**src/design/newton_square_root_macros.svh**
```systemverilog
// Assertion macros shared by the newton_square_root RTL.
`ifndef NEWTON_SQUARE_ROOT_MACROS_SVH
`define NEWTON_SQUARE_ROOT_MACROS_SVH

`ifndef SYNTH
// Same-cycle implication, sampled on clk, quiet during reset.
`define NSR_ASSERT_IMP(label, ante, cons) \
  label: assert property (@(posedge clk) disable iff (!rst_n) (ante) |-> (cons)) \
    else $error("assertion failed");
// Next-cycle implication, sampled on clk, quiet during reset.
`define NSR_ASSERT_NXT(label, ante, cons) \
  label: assert property (@(posedge clk) disable iff (!rst_n) (ante) |=> (cons)) \
    else $error("assertion failed");
`else
`define NSR_ASSERT_IMP(label, ante, cons)
`define NSR_ASSERT_NXT(label, ante, cons)
`endif

`endif

```
**src/design/nsr_pkg.sv**
```systemverilog
// Shared constants and types for the Newton square root block.
`default_nettype none
package nsr_pkg;

  // Default fixed-point format and step cap
  localparam int unsigned FRAC_BITS_DEF = 16;
  localparam int unsigned MAX_ITER_DEF  = 32;

  // Guess and divisor width, and default dividend width (31 magnitude bits shifted)
  localparam int unsigned GUESS_W   = 32;
  localparam int unsigned DVD_W_DEF = 31 + FRAC_BITS_DEF;

  // Configuration register indexes and reset values
  localparam logic REG_EPSILON = 1'b0;
  localparam logic [31:0] EPSILON_RESET = 32'd1;

  // Result status codes
  localparam logic [1:0] STATUS_OK  = 2'd0;
  localparam logic [1:0] STATUS_NEG = 2'd1;
  localparam logic [1:0] STATUS_CAP = 2'd2;

  // Divider status seen by the sequencer
  typedef struct packed {
    logic busy;
    logic done;
  } nsr_div_stat_t;

endpackage
`default_nettype wire

```
**src/design/nsr_cfg.sv**
```systemverilog
// APB-style register file holding the convergence tolerance.
`default_nettype none
module nsr_cfg (
  input  logic        clk,
  input  logic        rst_n,
  input  logic        psel,
  input  logic        penable,
  input  logic        pwrite,
  input  logic [2:0]  paddr,
  input  logic [31:0] pwdata,
  output logic [31:0] prdata,
  output logic        pready,
  output logic [31:0] epsilon
);
  import nsr_pkg::*;

  logic [31:0] eps_r;
  logic        wr_beat;
  logic        reg_idx;

  // Register index is the word address
  assign reg_idx = paddr[2];
  assign wr_beat = psel & penable & pwrite;
  assign pready  = 1'b1;

  // Write the tolerance on the access beat
  always_ff @(posedge clk) begin
    if (!rst_n) begin
      eps_r <= EPSILON_RESET;
    end else if (wr_beat && reg_idx == REG_EPSILON) begin
      eps_r <= pwdata;
    end
  end

  // Read back; addresses past the list read as zero
  always_comb begin
    unique case (reg_idx)
      REG_EPSILON: prdata = eps_r;
      default:     prdata = '0;
    endcase
  end

  assign epsilon = eps_r;
endmodule
`default_nettype wire

```
**src/design/nsr_div.sv**
```systemverilog
// Bit-serial restoring divider: one quotient bit per cycle.
`default_nettype none
module nsr_div #(
  parameter int unsigned DVD_W = nsr_pkg::DVD_W_DEF
) (
  input  logic                         clk,
  input  logic                         rst_n,
  input  logic                         start,
  input  logic [DVD_W-1:0]             dividend,
  input  logic [nsr_pkg::GUESS_W-1:0]  divisor,
  output logic [DVD_W-1:0]             quotient,
  output nsr_pkg::nsr_div_stat_t       stat
);
  import nsr_pkg::*;

  localparam int unsigned CW = $clog2(DVD_W);

  logic [GUESS_W-1:0] rem_r, rem_nxt;
  logic [GUESS_W-1:0] dsr_r;
  logic [DVD_W-1:0]   quo_r, quo_nxt;
  logic [CW-1:0]      cnt_r;
  logic               busy_r, done_r;
  logic [GUESS_W:0]   trial;
  logic [GUESS_W:0]   diffv;
  logic               take;

  // Shift the next dividend bit into the partial remainder and trial-subtract
  assign trial = {rem_r, quo_r[DVD_W-1]};
  assign diffv = trial - {1'b0, dsr_r};
  assign take  = ~diffv[GUESS_W];

  always_comb begin
    rem_nxt = take ? diffv[GUESS_W-1:0] : trial[GUESS_W-1:0];
    quo_nxt = {quo_r[DVD_W-2:0], take};
  end

  // Control: count DVD_W steps, pulse done after the last
  always_ff @(posedge clk) begin
    if (!rst_n) begin
      busy_r <= 1'b0;
      done_r <= 1'b0;
      cnt_r  <= '0;
    end else begin
      done_r <= busy_r && !start && (cnt_r == CW'(DVD_W - 1));
      if (start) begin
        busy_r <= 1'b1;
        cnt_r  <= '0;
      end else if (busy_r) begin
        if (cnt_r == CW'(DVD_W - 1)) begin
          busy_r <= 1'b0;
        end else begin
          cnt_r <= cnt_r + 1'b1;
        end
      end
    end
  end

  // Datapath: load operands, then advance one bit a cycle
  always_ff @(posedge clk) begin
    if (start) begin
      rem_r <= '0;
      quo_r <= dividend;
      dsr_r <= divisor;
    end else if (busy_r) begin
      rem_r <= rem_nxt;
      quo_r <= quo_nxt;
    end
  end

  assign quotient  = quo_r;
  assign stat.busy = busy_r;
  assign stat.done = done_r;
endmodule
`default_nettype wire

```
**src/design/newton_square_root.sv**
```systemverilog
// Top level: Newton-Raphson square root sequencer around a bit-serial divider.
//
//  channel  ports                           beat taken when
//  -------  ------------------------------  -----------------------------------
//  input    start, busy, in_value           start high and busy low
//  result   out_valid, out_root, out_status out_valid high (one cycle only)
//  config   psel..prdata, pready            psel, penable, pwrite, pready high
//
// Negative, zero and exactly-one inputs give their result the cycle after the beat.
// Otherwise the block runs up to MAX_ITER Newton steps, each paced by the serial
// divider at one quotient bit a cycle; the result shows once the last step is checked.
// Synchronous active-low reset; epsilon returns to 1. The receiver cannot stall,
// so a result is shown for exactly one cycle and a new item may start meanwhile.
`default_nettype none
`include "newton_square_root_macros.svh"
module newton_square_root #(
  parameter int unsigned FRAC_BITS = nsr_pkg::FRAC_BITS_DEF,
  parameter int unsigned MAX_ITER  = nsr_pkg::MAX_ITER_DEF
) (
  input  logic               clk,
  input  logic               rst_n,
  input  logic               start,
  output logic               busy,
  input  logic signed [31:0] in_value,
  output logic               out_valid,
  output logic [31:0]        out_root,
  output logic [1:0]         out_status,
  input  logic               psel,
  input  logic               penable,
  input  logic               pwrite,
  input  logic [2:0]         paddr,
  input  logic [31:0]        pwdata,
  output logic [31:0]        prdata,
  output logic               pready
);
  import nsr_pkg::*;

  localparam int unsigned DW = 31 + FRAC_BITS;
  localparam int unsigned IW = $clog2(MAX_ITER + 1);

  localparam logic [2:0] S_IDLE  = 3'd0;
  localparam logic [2:0] S_LOAD  = 3'd1;
  localparam logic [2:0] S_DIV   = 3'd2;
  localparam logic [2:0] S_UPD   = 3'd3;
  localparam logic [2:0] S_DIFF  = 3'd4;
  localparam logic [2:0] S_CHECK = 3'd5;

  logic [2:0]         state_r, state_nxt;
  logic [30:0]        raw_r;
  logic [31:0]        prev_r, next_r, diff_r;
  logic [IW-1:0]      iter_r;
  logic               out_valid_r;
  logic [31:0]        out_root_r;
  logic [1:0]         out_status_r;
  logic [31:0]        epsilon;
  logic [31:0]        guess;
  logic [DW-1:0]      quotient;
  logic [DW:0]        sum;
  logic [32:0]        d_fwd, d_rev;
  logic               div_start;
  logic               accept;
  logic               is_one;
  nsr_div_stat_t      div_stat;

  nsr_cfg u_cfg (
    .clk     (clk),
    .rst_n   (rst_n),
    .psel    (psel),
    .penable (penable),
    .pwrite  (pwrite),
    .paddr   (paddr),
    .pwdata  (pwdata),
    .prdata  (prdata),
    .pready  (pready),
    .epsilon (epsilon)
  );

  // A zero guess divides as one
  assign guess     = (prev_r == '0) ? 32'd1 : prev_r;
  assign div_start = (state_r == S_LOAD);

  nsr_div #(.DVD_W(DW)) u_div (
    .clk      (clk),
    .rst_n    (rst_n),
    .start    (div_start),
    .dividend ({raw_r, FRAC_BITS'(0)}),
    .divisor  (guess),
    .quotient (quotient),
    .stat     (div_stat)
  );

  assign busy   = (state_r != S_IDLE);
  assign accept = start & ~busy;
  assign is_one = (in_value == (32'sd1 <<< FRAC_BITS));

  // Average guess and quotient; distances both ways for the tolerance check
  assign sum   = {1'b0, quotient} + (DW + 1)'(guess);
  assign d_fwd = {1'b0, prev_r} - {1'b0, next_r};
  assign d_rev = {1'b0, next_r} - {1'b0, prev_r};

  // Sequencer
  always_comb begin
    state_nxt = state_r;
    unique case (state_r)
      S_IDLE: begin
        if (accept && !in_value[31] && in_value != '0 && !is_one) begin
          state_nxt = S_LOAD;
        end
      end
      S_LOAD: state_nxt = S_DIV;
      S_DIV: begin
        if (div_stat.done) begin
          state_nxt = S_UPD;
        end
      end
      S_UPD:  state_nxt = S_DIFF;
      S_DIFF: state_nxt = S_CHECK;
      S_CHECK: begin
        if (diff_r <= epsilon || iter_r >= IW'(MAX_ITER)) begin
          state_nxt = S_IDLE;
        end else begin
          state_nxt = S_LOAD;
        end
      end
      default: state_nxt = S_IDLE;
    endcase
  end

  // Control registers
  always_ff @(posedge clk) begin
    if (!rst_n) begin
      state_r     <= S_IDLE;
      out_valid_r <= 1'b0;
      iter_r      <= '0;
    end else begin
      state_r     <= state_nxt;
      out_valid_r <= (accept && (in_value[31] || in_value == '0 || is_one)) ||
                     (state_r == S_CHECK && state_nxt == S_IDLE);
      if (accept) begin
        iter_r <= IW'(1);
      end else if (state_r == S_CHECK && state_nxt == S_LOAD) begin
        iter_r <= iter_r + 1'b1;
      end
    end
  end

  // Payload registers
  always_ff @(posedge clk) begin
    if (accept) begin
      raw_r  <= in_value[30:0];
      prev_r <= 32'(unsigned'(in_value));
      if (in_value[31]) begin
        out_root_r   <= '0;
        out_status_r <= STATUS_NEG;
      end else begin
        out_root_r   <= 32'(unsigned'(in_value));
        out_status_r <= STATUS_OK;
      end
    end
    if (state_r == S_UPD) begin
      next_r <= sum[32:1];
    end
    if (state_r == S_DIFF) begin
      diff_r <= d_fwd[32] ? d_rev[31:0] : d_fwd[31:0];
    end
    if (state_r == S_CHECK) begin
      out_root_r   <= next_r;
      out_status_r <= (diff_r <= epsilon) ? STATUS_OK : STATUS_CAP;
      prev_r       <= next_r;
    end
  end

  assign out_valid  = out_valid_r;
  assign out_root   = out_root_r;
  assign out_status = out_status_r;

  // Checks
  `NSR_ASSERT_IMP(a_status_code, out_valid, out_status != 2'd3)
  `NSR_ASSERT_IMP(a_neg_zero, out_valid && out_status == STATUS_NEG, out_root == '0)
  `NSR_ASSERT_NXT(a_conv_out, state_r == S_CHECK && diff_r <= epsilon,
                  out_valid && out_status == STATUS_OK)
  `NSR_ASSERT_IMP(a_div_in_step, div_stat.busy, state_r == S_DIV)
endmodule
`default_nettype wire

```
**config.mk**
```make
export PLATFORM = sky130hd
export DESIGN_NAME = newton_square_root
export DESIGN_NICKNAME = d
export VERILOG_FILES = /design/src/design/nsr_pkg.sv /design/src/design/nsr_cfg.sv /design/src/design/nsr_div.sv /design/src/design/newton_square_root.sv
export VERILOG_INCLUDE_DIRS = /design/src /design/src/design
export SDC_FILE = /design/constraint.sdc
export NUM_CORES = 1
export LEC_CHECK = 0
export BUFFER_PORTS_ARGS = -buffer_cell sky130_fd_sc_hd__buf_4
export CAP_MARGIN = 5
export CORE_ASPECT_RATIO = 0.7
export CORE_MARGIN = 5
export CORE_UTILIZATION = 30
export DETAILED_ROUTE_END_ITERATION = 12
export PLACE_DENSITY = 0.49
export RECOVER_POWER = 50
export SKIP_LAST_GASP = 1
export SLEW_MARGIN = 20
export SYNTH_ARGS = -nofsm -noshare
export SYNTH_HDL_FRONTEND = slang
export SYNTH_HIERARCHICAL = 1
export SYNTH_SLANG_ARGS = --single-unit
```
**constraint.sdc**
```tcl
create_clock -name clk -period 5.85 [get_ports clk]
set_clock_uncertainty 0.1 [all_clocks]
set_input_delay 1.17 -clock clk [delete_from_list [all_inputs] [get_ports clk]]
set_output_delay 1.17 -clock clk [all_outputs]
set_load 0.05 [all_outputs]
```
# [Word-level counts from Yosys, hierarchy flattened]
# Cells that the tools add are included.
[word_totals] reg_bits=322 in_bits=73 out_inout_bits=69 wordCells=94
[classes] addsub=6 n_lt_le_gt_ge=2 n_eq_ne=8 n_mux=24 bitwise_logic=8 n_reduce_logical=28
[op_table] cell="32-bit two-way mux" count=8
[op_table] cell="47-bit two-way mux" count=2
[op_table] cell="32-bit zero test" count=2
[op_table] cell="33-bit by 32-bit adder with 33-bit output" count=1
[op_table] cell="32-bit by 32-bit subtractor with 33-bit output" count=1
[op_table] cell="33-bit by 32-bit subtractor with 33-bit output" count=1
[op_table] cell="32-bit by 18-bit == test with 1-bit output (second input constant)" count=1
[op_table] cell="32-bit <= comparator" count=1
[op_table] cell="32-bit nonzero test" count=1
[op_table] cell="32-bit subtractor" count=1
[op_table] cell="31-bit two-way mux" count=1
[op_table] cell="3-bit case mux with 6 select lines" count=1
[op_table] cell="6-bit by 1-bit adder with 6-bit output (second input constant)" count=2
[op_table] cell="1-bit logical AND" count=9
[op_table] cell="1-bit two-way mux" count=7
[op_table] cell="3-bit by 1-bit == test with 1-bit output (second input constant)" count=2
[op_table] cell="3-bit by 2-bit == test with 1-bit output (second input constant)" count=2
[op_table] cell="3-bit == test (second input constant)" count=2
[op_table] cell="6-bit == test (second input constant)" count=1
[op_table] cell="6-bit >= comparator (second input constant)" count=1
[op_table] cell="3-bit zero test" count=2
[op_table] cell="2-bit two-way mux" count=3
[op_table] cell="3-bit two-way mux" count=2
[op_table] cell="2-bit nonzero test" count=3
[op_table] cell="other kinds (7)" count=19

# [Depth between registers and ports, before layout]
# Gate-level depths: netlist (run 1).
[depth] ltp_word=12 mapped_depth=16 ltp_nobuf=16

# [By module]
# Netlist (run 1), hierarchy kept.
[by_module_without_submodules] module="newton_square_root" instances=1 cells_each=1240 area_per_inst_um2=11974.0 seq_area_each_um2=5034.8
[by_module_without_submodules] module="nsr_div" instances=1 cells_each=632 area_per_inst_um2=6625.1 seq_area_each_um2=3173.0
[by_module_without_submodules] module="nsr_cfg" instances=1 cells_each=177 area_per_inst_um2=1542.7 seq_area_each_um2=640.6

# [Worst setup path after synthesis (run 1)]
# No wires, ideal clock.
[synth_timing] kind="flip-flop to flip-flop" startpoint="reg state_r[0]" endpoint="reg u_div.quo_r[0] (netlist: u_div/quotient[0]) (enable)" t_arrival_ps=4429 t_required_ps=5349 setup_slack_ps=920 stages_incl_launch_ff=6 path_buffers=2 synth_period_minus_slack_ps=4930 cell_sequence="dfxtp_1 -> nor3b_1 -> clkbuf_1 -> nor2_1 -> clkbuf_1 -> inv_1"
[synth_via] elab_chain_cells=1
[synth_rtl] item="start: declaration" line="newton_square_root.sv:48" source="logic [2:0] state_r, state_nxt;"
[synth_rtl] item="start signal: assignment" line="newton_square_root.sv:136" source="state_r <= state_nxt;"
[synth_rtl] item="3-bit by 1-bit == test with 1-bit output" line="newton_square_root.sv:80" source="assign div_start = (state_r == S_LOAD);"
[synth_rtl] item="net div_start" line="newton_square_root.sv:60" source="logic div_start;"
[synth_rtl] item="end signal: assignment" line="nsr_div.sv:62" source="quo_r <= dividend;"
[synth_rtl] item="end signal: assignment" line="nsr_div.sv:66" source="quo_r <= quo_nxt;"
[synth_rtl] item="end: declaration" line="nsr_div.sv:20" source="logic [DVD_W-1:0] quo_r, quo_nxt;"
# The timed path passes the listed nets, and every way through them passes these cells.
# A chain may end at the register's enable or synchronous reset.

# [Worst setup path in the final report (run 1)]
[layout_timing] startpoint="reg prev_r[27]" endpoint="reg next_r[31], data pin"
[layout_via] elab_chain_cells=3
[layout_rtl] item="start: declaration" line="newton_square_root.sv:50" source="logic [31:0] prev_r, next_r, diff_r;"
[layout_rtl] item="start signal: assignment" line="newton_square_root.sv:151" source="prev_r <= 32'(unsigned'(in_value));"
[layout_rtl] item="start signal: assignment" line="newton_square_root.sv:169" source="prev_r <= next_r;"
[layout_rtl] item="32-bit zero test" line="newton_square_root.sv:79" source="assign guess = (prev_r == '0) ? 32'd1 : prev_r;"
[layout_rtl] item="32-bit two-way mux" line="newton_square_root.sv:79"
[layout_rtl] item="net guess[0]" line="newton_square_root.sv:56" source="logic [31:0] guess;"
[layout_rtl] item="33-bit by 32-bit adder with 33-bit output" line="newton_square_root.sv:97" source="assign sum = {1'b0, quotient} + (DW + 1)'(guess);"
[layout_rtl] item="net sum[32]" line="newton_square_root.sv:58" source="logic [DW:0] sum;"
[layout_rtl] item="end signal: assignment" line="newton_square_root.sv:161" source="next_r <= sum[32:1];"
[layout_rtl] item="end: declaration" line="newton_square_root.sv:50"
# The timed path passes the listed nets, and every way through them passes these cells.

==> impl_metrics.yaml, run 1 <==
placed_design:
  dp_cells: 2994
  gp_congestion: 0.877
  place_area_um2: 22000
  port-buffer-count: 138
  dp_hpwl_mm: 44.3
timing:
  tightest_slew_ns: 3.23
  hold_viol: 0
  min_period_over_period_pct: 80.6
  fin_tns_setup_ns: 0
  setup_viol: 0
  fin_crit_ns: 4.71
  rsz0062_at_grt: "false"
  fmax_mhz: 212
  slew_headroom_pct: -116
  report.final.slew_viol_count: 290
power_and_ir_drop:
  total_power_mw: 7.58
  leakagePower_nw: 9.37
  peakVddDrop_mv: 0.165
  p_per_area_nw_per_um2: 331
global_route:
  grt_pass1_vias: 15000
  track_usage_pct: 15.3
  grt_first_pass_wirelength_mm: 87.9
  antenna_found_initial: 3
  grt_max_degree: 113
  grt-ovfl-total: 0
setup_path:
  cp_slowest_cell: "edfxtp_1"
  max_stage_delay_ns: 0.64
  worstSetupStartpoint: "prev_r[27]$_DFFE_PP_"
  cp.arrival_ns: 4.90
  cp-endpoint: "next_r[31]$_DFFE_PP_"
  cpMostUsedCell: "a21oi_1"
  crit_required_ns: 6.03
  critical_path_class: "register to register"
  r2r_start: "prev_r[27]$_DFFE_PP_"
  rr_endpoint: "next_r[31]$_DFFE_PP_"
  critPathCaptureType: "register"
  cp_cell_sequence: "nor4_1 -> nand2_1 -> nor4_1 -> or2_2 -> and2_1 -> fa_1 -> a21oi_1 -> nor3_1 -> o21a_1 -> and4_1 -> o2111ai_1 -> a21oi_1 -> o31ai_1 -> o21bai_1 -> a21oi_1 -> xnor2_1"
  path_max_fanout: 5
  reg2reg_depth: 16
  rrSetupSlack_ns: 1.14
  worstSetupStartpointType: "register"
floorplanning:
  die_y_um: 227
  fp.dieW_um: 320
  initial_core_util_pct: 30.3
  placementRows: 79
  ioPinCount: 142
  die_area_um2: 72500
  core_area_um2: 66500
drt:
  via_per_inst: 5.07
  vias: 15500
  ant_nets: 0
  drt_iter0_drc: 1265
  first_pass_iters: 5
  routedWlPerCell_um: 19.0
  drc: 0
  wirelength_mm: 58.1
clocking:
  ctsHoldBuffers: 0
  cts-resized-gates: 0
  cts_buffers: 36
  cts_tree: "done"
  htree_num_levels: 2
  cts.sinks: 322
  clk_pin_slew_ns: 0.06
  postCtsSetupRepairBufs: 0
  worstSkewPairLatency_ns: 0.54
  cts_root_buf: "clkbuf_16"
  cts_max_path_buffers: 3
synthesis:
  post_synth_instance_area_um2: 20100
  synth_cells: 2048
  avgSynthCellArea_um2: 9.83
  ys_warn_count: 6
flow_run:
  maxCapViolCount: 6
final_layout:
  drive_above_1_share_pct: 10.6
  area_delta_synth_final_pct: 13.9
  finalInstanceArea_um2: 22900
  nNetsFinal: 2380
  final_cell_count_no_fill: 3059
outcome:
  failed_checks: "capacitance limit, slew limit"
  status: "complete, but fails checks"
worst_hold_path:
  hold_class: "register to register"
-- cell usage in the layout (no fill, tap or decap), types with 49 or more instances in the layout --
cell type  instances
nand2_1          259
nor2_1            85
o21ai_0          122
clkbuf_1          74
a21oi_1          127
edfxtp_1         240
mux2i_1           66
dfxtp_1           82
xnor2_1           50
inv_1            162
mux2_2            49
ha_1             162
a21o_1            82
nor2b_1           49
buf_4             88
-- critical path: cells and delay by family, from the launching register on --
| kind | cells | cell delay [ns] |
|---|---|---|
| compound gates | 7 | 1.26 |
| xor+xnor | 1 | 0.13 |
| fa+ha+maj | 1 | 0.21 |
| flops | 1 | 0.64 |
| simple gates | 7 | 2.11 |
-- routing by layer --
layer	share of wire (%)	up-vias	GRT usage, %
met5	0.022	-	0
met4	1.0	2	1.97
met3	8.4	57	4.36
met2	39	460	21.4
met1	52	7505	23.9
li1	-	7470	-
-- report_power, final --
part | switching (mW) | internal (mW) | total [mW]
logic | 1.41 | 0.925 | 2.34
clock network | 0.974 | 1.39 | 2.36
registers | 0.166 | 2.72 | 2.88
-- final cells by class --
class / count / area [um2]
diodes: 1 / 2.50
clock buffers: 51 / 1050
clock inverters: 13 / 154
fillers: 6811 / 43600
inverters: 163 / 612
multi-input cells: 1462 / 10200
flip-flops and latches: 322 / 8850
well taps: 891 / 1110
repair buffers: 156 / 933
-- worst min-delay path by stage --
stage	start	to	slack, ns	cells after the start
floorplan	u_cfg/epsilon[10]$_SDFFE_PN0P_	u_cfg/epsilon[10]$_SDFFE_PN0P_	0.34	2
global placement	u_cfg/epsilon[3]$_SDFFE_PN0P_	u_cfg/epsilon[3]$_SDFFE_PN0P_	0.36	2
detailed placement	u_cfg/epsilon[18]$_SDFFE_PN0P_	u_cfg/epsilon[18]$_SDFFE_PN0P_	0.36	2
CTS	u_cfg/epsilon[18]$_SDFFE_PN0P_	u_cfg/epsilon[18]$_SDFFE_PN0P_	0.37	2
global route	u_cfg/epsilon[29]$_SDFFE_PN0P_	u_cfg/epsilon[29]$_SDFFE_PN0P_	0.39	2
finish	u_cfg/epsilon[11]$_SDFFE_PN0P_	u_cfg/epsilon[11]$_SDFFE_PN0P_	0.37	2
-- through the flow --
stage / hold WS (ns) / util [%] / worst slack, ns
after floorplan: 0.343 / - / 0.920
final: 0.374 / 34.5 / 1.14
after detailed placement: 0.365 / 33.1 / 1.25
after global routing: 0.391 / 34.5 / 0.845
after global placement: 0.360 / 33.1 / 1.22
after CTS: 0.373 / 34.9 / 1.22
-- state kept, by name (all words and copies together), names as in the netlist, 2 cells and up --
| register | cells |
|---|---|
| prev_r | 32 |
| diff_r | 32 |
| u_div/rem_r | 32 |
| state_r | 3 |
| iter_r | 6 |
| next_r | 32 |
| u_div/quotient | 47 |
| u_div/cnt_r | 6 |
| out_root | 32 |
| raw_r | 31 |
| u_cfg/epsilon | 32 |
| out_status | 2 |
| u_div/dsr_r | 32 |
Power figures use the tool's default switching activity.
==> run 2: changes to the inputs <==
==> constraint.sdc (replaced) <==
create_clock -name clk -period 4.7 [get_ports clk]
set_clock_uncertainty 0.1 [all_clocks]
set_input_delay 0.94 -clock clk [delete_from_list [all_inputs] [get_ports clk]]
set_output_delay 0.94 -clock clk [all_outputs]
set_load 0.05 [all_outputs]
==> run 2 against run 1 <==
The run still ends with capacitance limit, slew limit left. Clock power increased by 19%. Largest cell class unchanged. Combinational power increased by 26%. Sequential share of layout area decreased by 0.15 points. Largest power group unchanged. Cell area increased by 0.39%. Sequential cell count unchanged. Core utilization increased by 0.13 points. Count of clock-buffer cells in the layout decreased by 8.
==> impl_metrics.yaml, run 2 (synthesized netlist as in run 1, its figures left out) <==
floorplanning:
  die_area_um2: 72500
  initial_core_util_pct: 30.3
  placementRows: 79
  core_area_um2: 66500
  ioPinCount: 142
  fp.dieW_um: 320
  die_y_um: 227
setup_path:
  path_max_fanout: 2
  crit_required_ns: 4.88
  cp.arrival_ns: 4.62
  critPathCaptureType: "register"
  worstSetupStartpointType: "register"
  worstSetupStartpoint: "prev_r[3]$_DFFE_PP_"
  critical_path_class: "register to register"
  r2r_start: "prev_r[3]$_DFFE_PP_"
timing:
  tightest_slew_ns: 3.01
  setup_viol: 0
  fin_crit_ns: 4.45
  rsz0062_at_grt: "false"
  fin_tns_setup_ns: 0
  fmax_mhz: 225
  min_period_over_period_pct: 94.6
  slew_headroom_pct: -101
  report.final.slew_viol_count: 177
  hold_viol: 0
clocking:
  worstSkewPairLatency_ns: 0.55
  cts_tree: "done"
  cts_root_buf: "clkbuf_16"
  cts_buffers: 35
  cts_max_path_buffers: 3
  htree_num_levels: 2
  clk_pin_slew_ns: 0.06
  postCtsSetupRepairBufs: 0
  cts.sinks: 322
drt:
  ant_nets: 0
  routedWlPerCell_um: 19.0
  vias: 15700
  wirelength_mm: 58.5
  first_pass_iters: 5
  drt_iter0_drc: 1512
  via_per_inst: 5.08
  drc: 0
global_route:
  grt-ovfl-total: 0
  track_usage_pct: 15.5
  grt_pass1_vias: 14900
  antenna_found_initial: 2
  grt_max_degree: 113
  grt_first_pass_wirelength_mm: 88.6
power_and_ir_drop:
  power.switching_mw: 3.17
  p_int_mw: 6.18
  combinationalPowerShare_pct: 31.5
  p_sw_share_pct: 33.9
  p_clk_share_pct: 30.1
  pwr-share-seq_pct: 38.3
  leakagePower_nw: 9.39
  peakVddDrop_mv: 0.217
  total_power_mw: 9.34
  p_per_area_nw_per_um2: 406
outcome:
  failed_checks: "capacitance limit, slew limit"
  status: "complete, but fails checks"
placed_design:
  port-buffer-count: 138
  gp_congestion: 0.903
  dp_cells: 3024
  dp_hpwl_mm: 44.6
  place_area_um2: 22200
final_layout:
  multi_input_area_um2: 10200
  final_cell_count_no_fill: 3084
  utilization_pct: 34.6
  layout_commonest_cell: "nand2_1"
  seqCellArea_um2: 8850
  nNetsFinal: 2409
  drive_above_1_share_pct: 10.8
  finalInstanceArea_um2: 23000
  largest_reg_flops: 47
  area_delta_synth_final_pct: 14.3
  layout_common_cells: "259 x nand2_1, 240 x edfxtp_1, 162 x inv_1, 162 x ha_1, 127 x a21oi_1"
  nFillCells: 6857
flow_run:
  maxCapViolCount: 4
worst_hold_path:
  hold_class: "register to register"
  min_from: "u_cfg/epsilon[11]$_SDFFE_PN0P_"
-- run 2: layout make-up --
class	count	area share (%)
Multi-Input combinational cell	1462	44.4
Timing Repair Buffer	186	4.73
Inverter	163	2.66
Sequential cell	322	38.4
Clock inverter	16	0.843
Tap cell	891	4.84
Antenna cell	1	0.0109
Clock buffer	43	4.02
-- run 2: final timing paths --
kind | endpoint | slack, ns | depth (start not counted)
worst min register to register | u_cfg/epsilon[11]$_SDFFE_PN0P_ | 0.37 | 2
worst max-delay path | next_r[21]$_DFFE_PP_ | 0.25 | 18
worst max register to register | next_r[21]$_DFFE_PP_ | 0.25 | 18
worst min-delay path | u_cfg/epsilon[11]$_SDFFE_PN0P_ | 0.37 | 2
-- run 2: per-stage QoR --
| stage | setup slack, ns | hold slack [ns] |
|---|---|---|
| after global placement | 0.417 | 0.363 |
| final | 0.252 | 0.372 |
| after CTS | 0.381 | 0.376 |
| after global routing | 0.0223 | 0.400 |
| after detailed placement | 0.401 | 0.365 |
| after floorplan | 0.902 | 0.343 |
-- run 2: what timing repair did --
item	CTS	global route
hold buffers	0	0
gates resized for setup	0	2
setup endpoints to repair	0	1
-- run 2: power groups by stage --
stage / logic, mW / registers [mW] / clock network [mW]
floorplan: 2.11 / 3.65 / 0
global placement: 2.92 / 3.63 / 0
detailed placement: 2.95 / 3.63 / 0
CTS: 2.97 / 3.57 / 2.90
global route: 3.25 / 3.61 / 3.02
finish: 2.95 / 3.58 / 2.82
-- run 2: routing by layer --
layer	GRT usage [%]	part of all wire [%]	vias to the layer above
met1	24.7	52	7591
li1	-	-	7543
met3	3.35	7.8	53
met2	21.7	39	473
met5	0	0	-
met4	2.21	1.1	0
-- run 2: critical path, stage by stage (launching register included) --
cell      delay, ns
edfxtp_1       0.58
nor4_1         0.10
nand2_1        0.22
nor4_1         0.10
buf_4          0.15
or2_2          0.28
and2_1         0.18
fa_1           0.38
a21oi_1        0.20
nor3_1         0.09
o21a_1         0.19
and4_1         0.29
buf_4          0.17
o21ai_0        0.24
nand2b_1       0.09
a21o_1         0.19
a31o_2         0.25
buf_4          0.13
a211o_1        0.24
==> run 3: changes to the inputs <==
==> constraint.sdc (replaced) <==
create_clock -name clk -period 4.7 [get_ports clk]
set_clock_uncertainty 0.1 [all_clocks]
set_input_delay 0.94 -clock clk [delete_from_list [all_inputs] [get_ports clk]]
set_output_delay 0.94 -clock clk [all_outputs]
set_load 0.1 [all_outputs]
==> run 3 against run 2 <==
The flow still finishes with violations (capacitance limit, slew limit). Sequential cell count unchanged. Via count about the same. Power up 1.2%. Maximum frequency about the same. Critical path type unchanged. Critical endpoint unchanged. Largest cell class unchanged. Largest power group unchanged.
==> impl_metrics.yaml, run 3 (synthesized netlist as in run 1, its figures left out) <==
global_route:
  track_usage_pct: 15.5
  grt-ovfl-total: 0
  grt_pass1_vias: 14900
  grt_max_degree: 113
  grt_first_pass_wirelength_mm: 88.6
  antenna_found_initial: 2
clocking:
  cts_buffers: 35
  clk_pin_slew_ns: 0.06
  cts_tree: "done"
  cts_max_path_buffers: 3
  htree_num_levels: 2
  cts_root_buf: "clkbuf_16"
  worstSkewPairLatency_ns: 0.55
  cts-resized-gates: 0
  ctsHoldBuffers: 0
  postCtsSetupRepairBufs: 0
  cts.sinks: 322
timing:
  slew_headroom_pct: -101
  setup_viol: 0
  hold_viol: 0
  whs_ns: 0.373
  fin_tns_setup_ns: 0
  rsz0062_at_grt: "false"
  tightest_slew_ns: 3.01
  report.final.slew_viol_count: 177
  min_period_over_period_pct: 94.6
  finalWorstSetupSlack_ns: 0.255
  fmax_mhz: 225
  fin_crit_ns: 4.45
setup_path:
  cpMostUsedCell: "buf_4"
  crit_family: "simple AND/OR/NAND/NOR gates"
  crit_buf_inv: 3
  cp_slowest_cell: "edfxtp_1"
  critical_path_class: "register to register"
  rrSetupSlack_ns: 0.25
  path_max_fanout: 2
  cp.arrival_ns: 4.62
  cp_cell_sequence: "nor4_1 -> nand2_1 -> nor4_1 -> buf_4 -> or2_2 -> and2_1 -> fa_1 -> a21oi_1 -> nor3_1 -> o21a_1 -> and4_1 -> buf_4 -> o21ai_0 -> nand2b_1 -> a21o_1 -> a31o_2 -> buf_4 -> a211o_1"
  crit_required_ns: 4.88
  worstSetupStartpoint: "prev_r[3]$_DFFE_PP_"
  critPathCaptureType: "register"
  r2r_start: "prev_r[3]$_DFFE_PP_"
  max_stage_delay_ns: 0.58
  worstSetupStartpointType: "register"
placed_design:
  port-buffer-count: 138
  gp_congestion: 0.903
  dp_hpwl_mm: 44.6
  dp_slack_ns: 0.401
floorplanning:
  core_area_um2: 66500
  initial_core_util_pct: 30.3
  fp.dieW_um: 320
  placementRows: 79
  die_area_um2: 72500
  die_y_um: 227
  ioPinCount: 142
final_layout:
  nNetsFinal: 2409
  utilization_pct: 34.6
  layout_common_cells: "259 x nand2_1, 240 x edfxtp_1, 162 x inv_1, 162 x ha_1, 127 x a21oi_1"
  drive_above_1_share_pct: 10.9
  area_delta_synth_final_pct: 14.3
  largest_reg_flops: 47
  layout_commonest_cell: "nand2_1"
  nFillCells: 6857
power_and_ir_drop:
  peakVddDrop_mv: 0.229
  leakagePower_nw: 9.39
  p_per_area_nw_per_um2: 411
worst_hold_path:
  hold_class: "register to register"
  min_from: "u_cfg/epsilon[11]$_SDFFE_PN0P_"
drt:
  wirelength_mm: 58.6
  routedWlPerCell_um: 19.0
  drt_iter0_drc: 1512
  drc: 0
  via_per_inst: 5.08
  vias: 15700
  first_pass_iters: 5
  ant_nets: 0
outcome:
  failed_checks: "capacitance limit, slew limit"
  status: "complete, but fails checks"
flow_run:
  maxCapViolCount: 4
## run 3: routing by layer
metal / GRT usage (%) / vias up / part of all wire [%]
met5: 0 / - / 0
met4: 2.21 / 0 / 1.0
met3: 3.35 / 49 / 7.8
met2: 21.7 / 483 / 39
met1: 24.7 / 7597 / 52
li1: - / 7543 / -
## run 3: path summary, 6_finish.rpt
kind	end	cells after the start
hold / removal	u_cfg/epsilon[11]$_SDFFE_PN0P_	2
setup reg to reg	next_r[21]$_DFFE_PP_	18
setup / recovery	next_r[21]$_DFFE_PP_	18
hold reg to reg	u_cfg/epsilon[11]$_SDFFE_PN0P_	2
## run 3: tightest hold or removal path, cell delays in order, from the launching register on
cell and delay, ns:
dfxtp_1 0.32, nand2_1 0.05, mux2i_1 0.05
## run 3: stage by stage
step / cell area (um2) / cells / total power [mW]
6_report: 23000 / 3084 / 9.45
5_1_grt: 23000 / 3083 / 9.99
4_1_cts: 23300 / 3083 / 9.56
3_5_place_dp: 22200 / 3024 / 6.69
3_3_place_gp: 22200 / 3024 / 6.66
2_1_floorplan: 20200 / 2063 / 5.87
## run 3: layout make-up
type,instances,area (um2),area share [%]
timing repair buffer,186,1090,4.75
clock inverter,16,194,0.843
tap,891,1110,4.84
sequential,322,8850,38.4
clock buffer,43,926,4.02
inverter,163,612,2.66
multi-input combinational,1462,10200,44.4
antenna,1,2.50,0.0109
## run 3: where the power goes
part	internal, mW	leakage [nW]	switching [mW]
combinational	1.17	5.93	1.89
sequential	3.38	2.92	0.198
clock	1.63	0.548	1.19
total	6.18	9.39	3.28
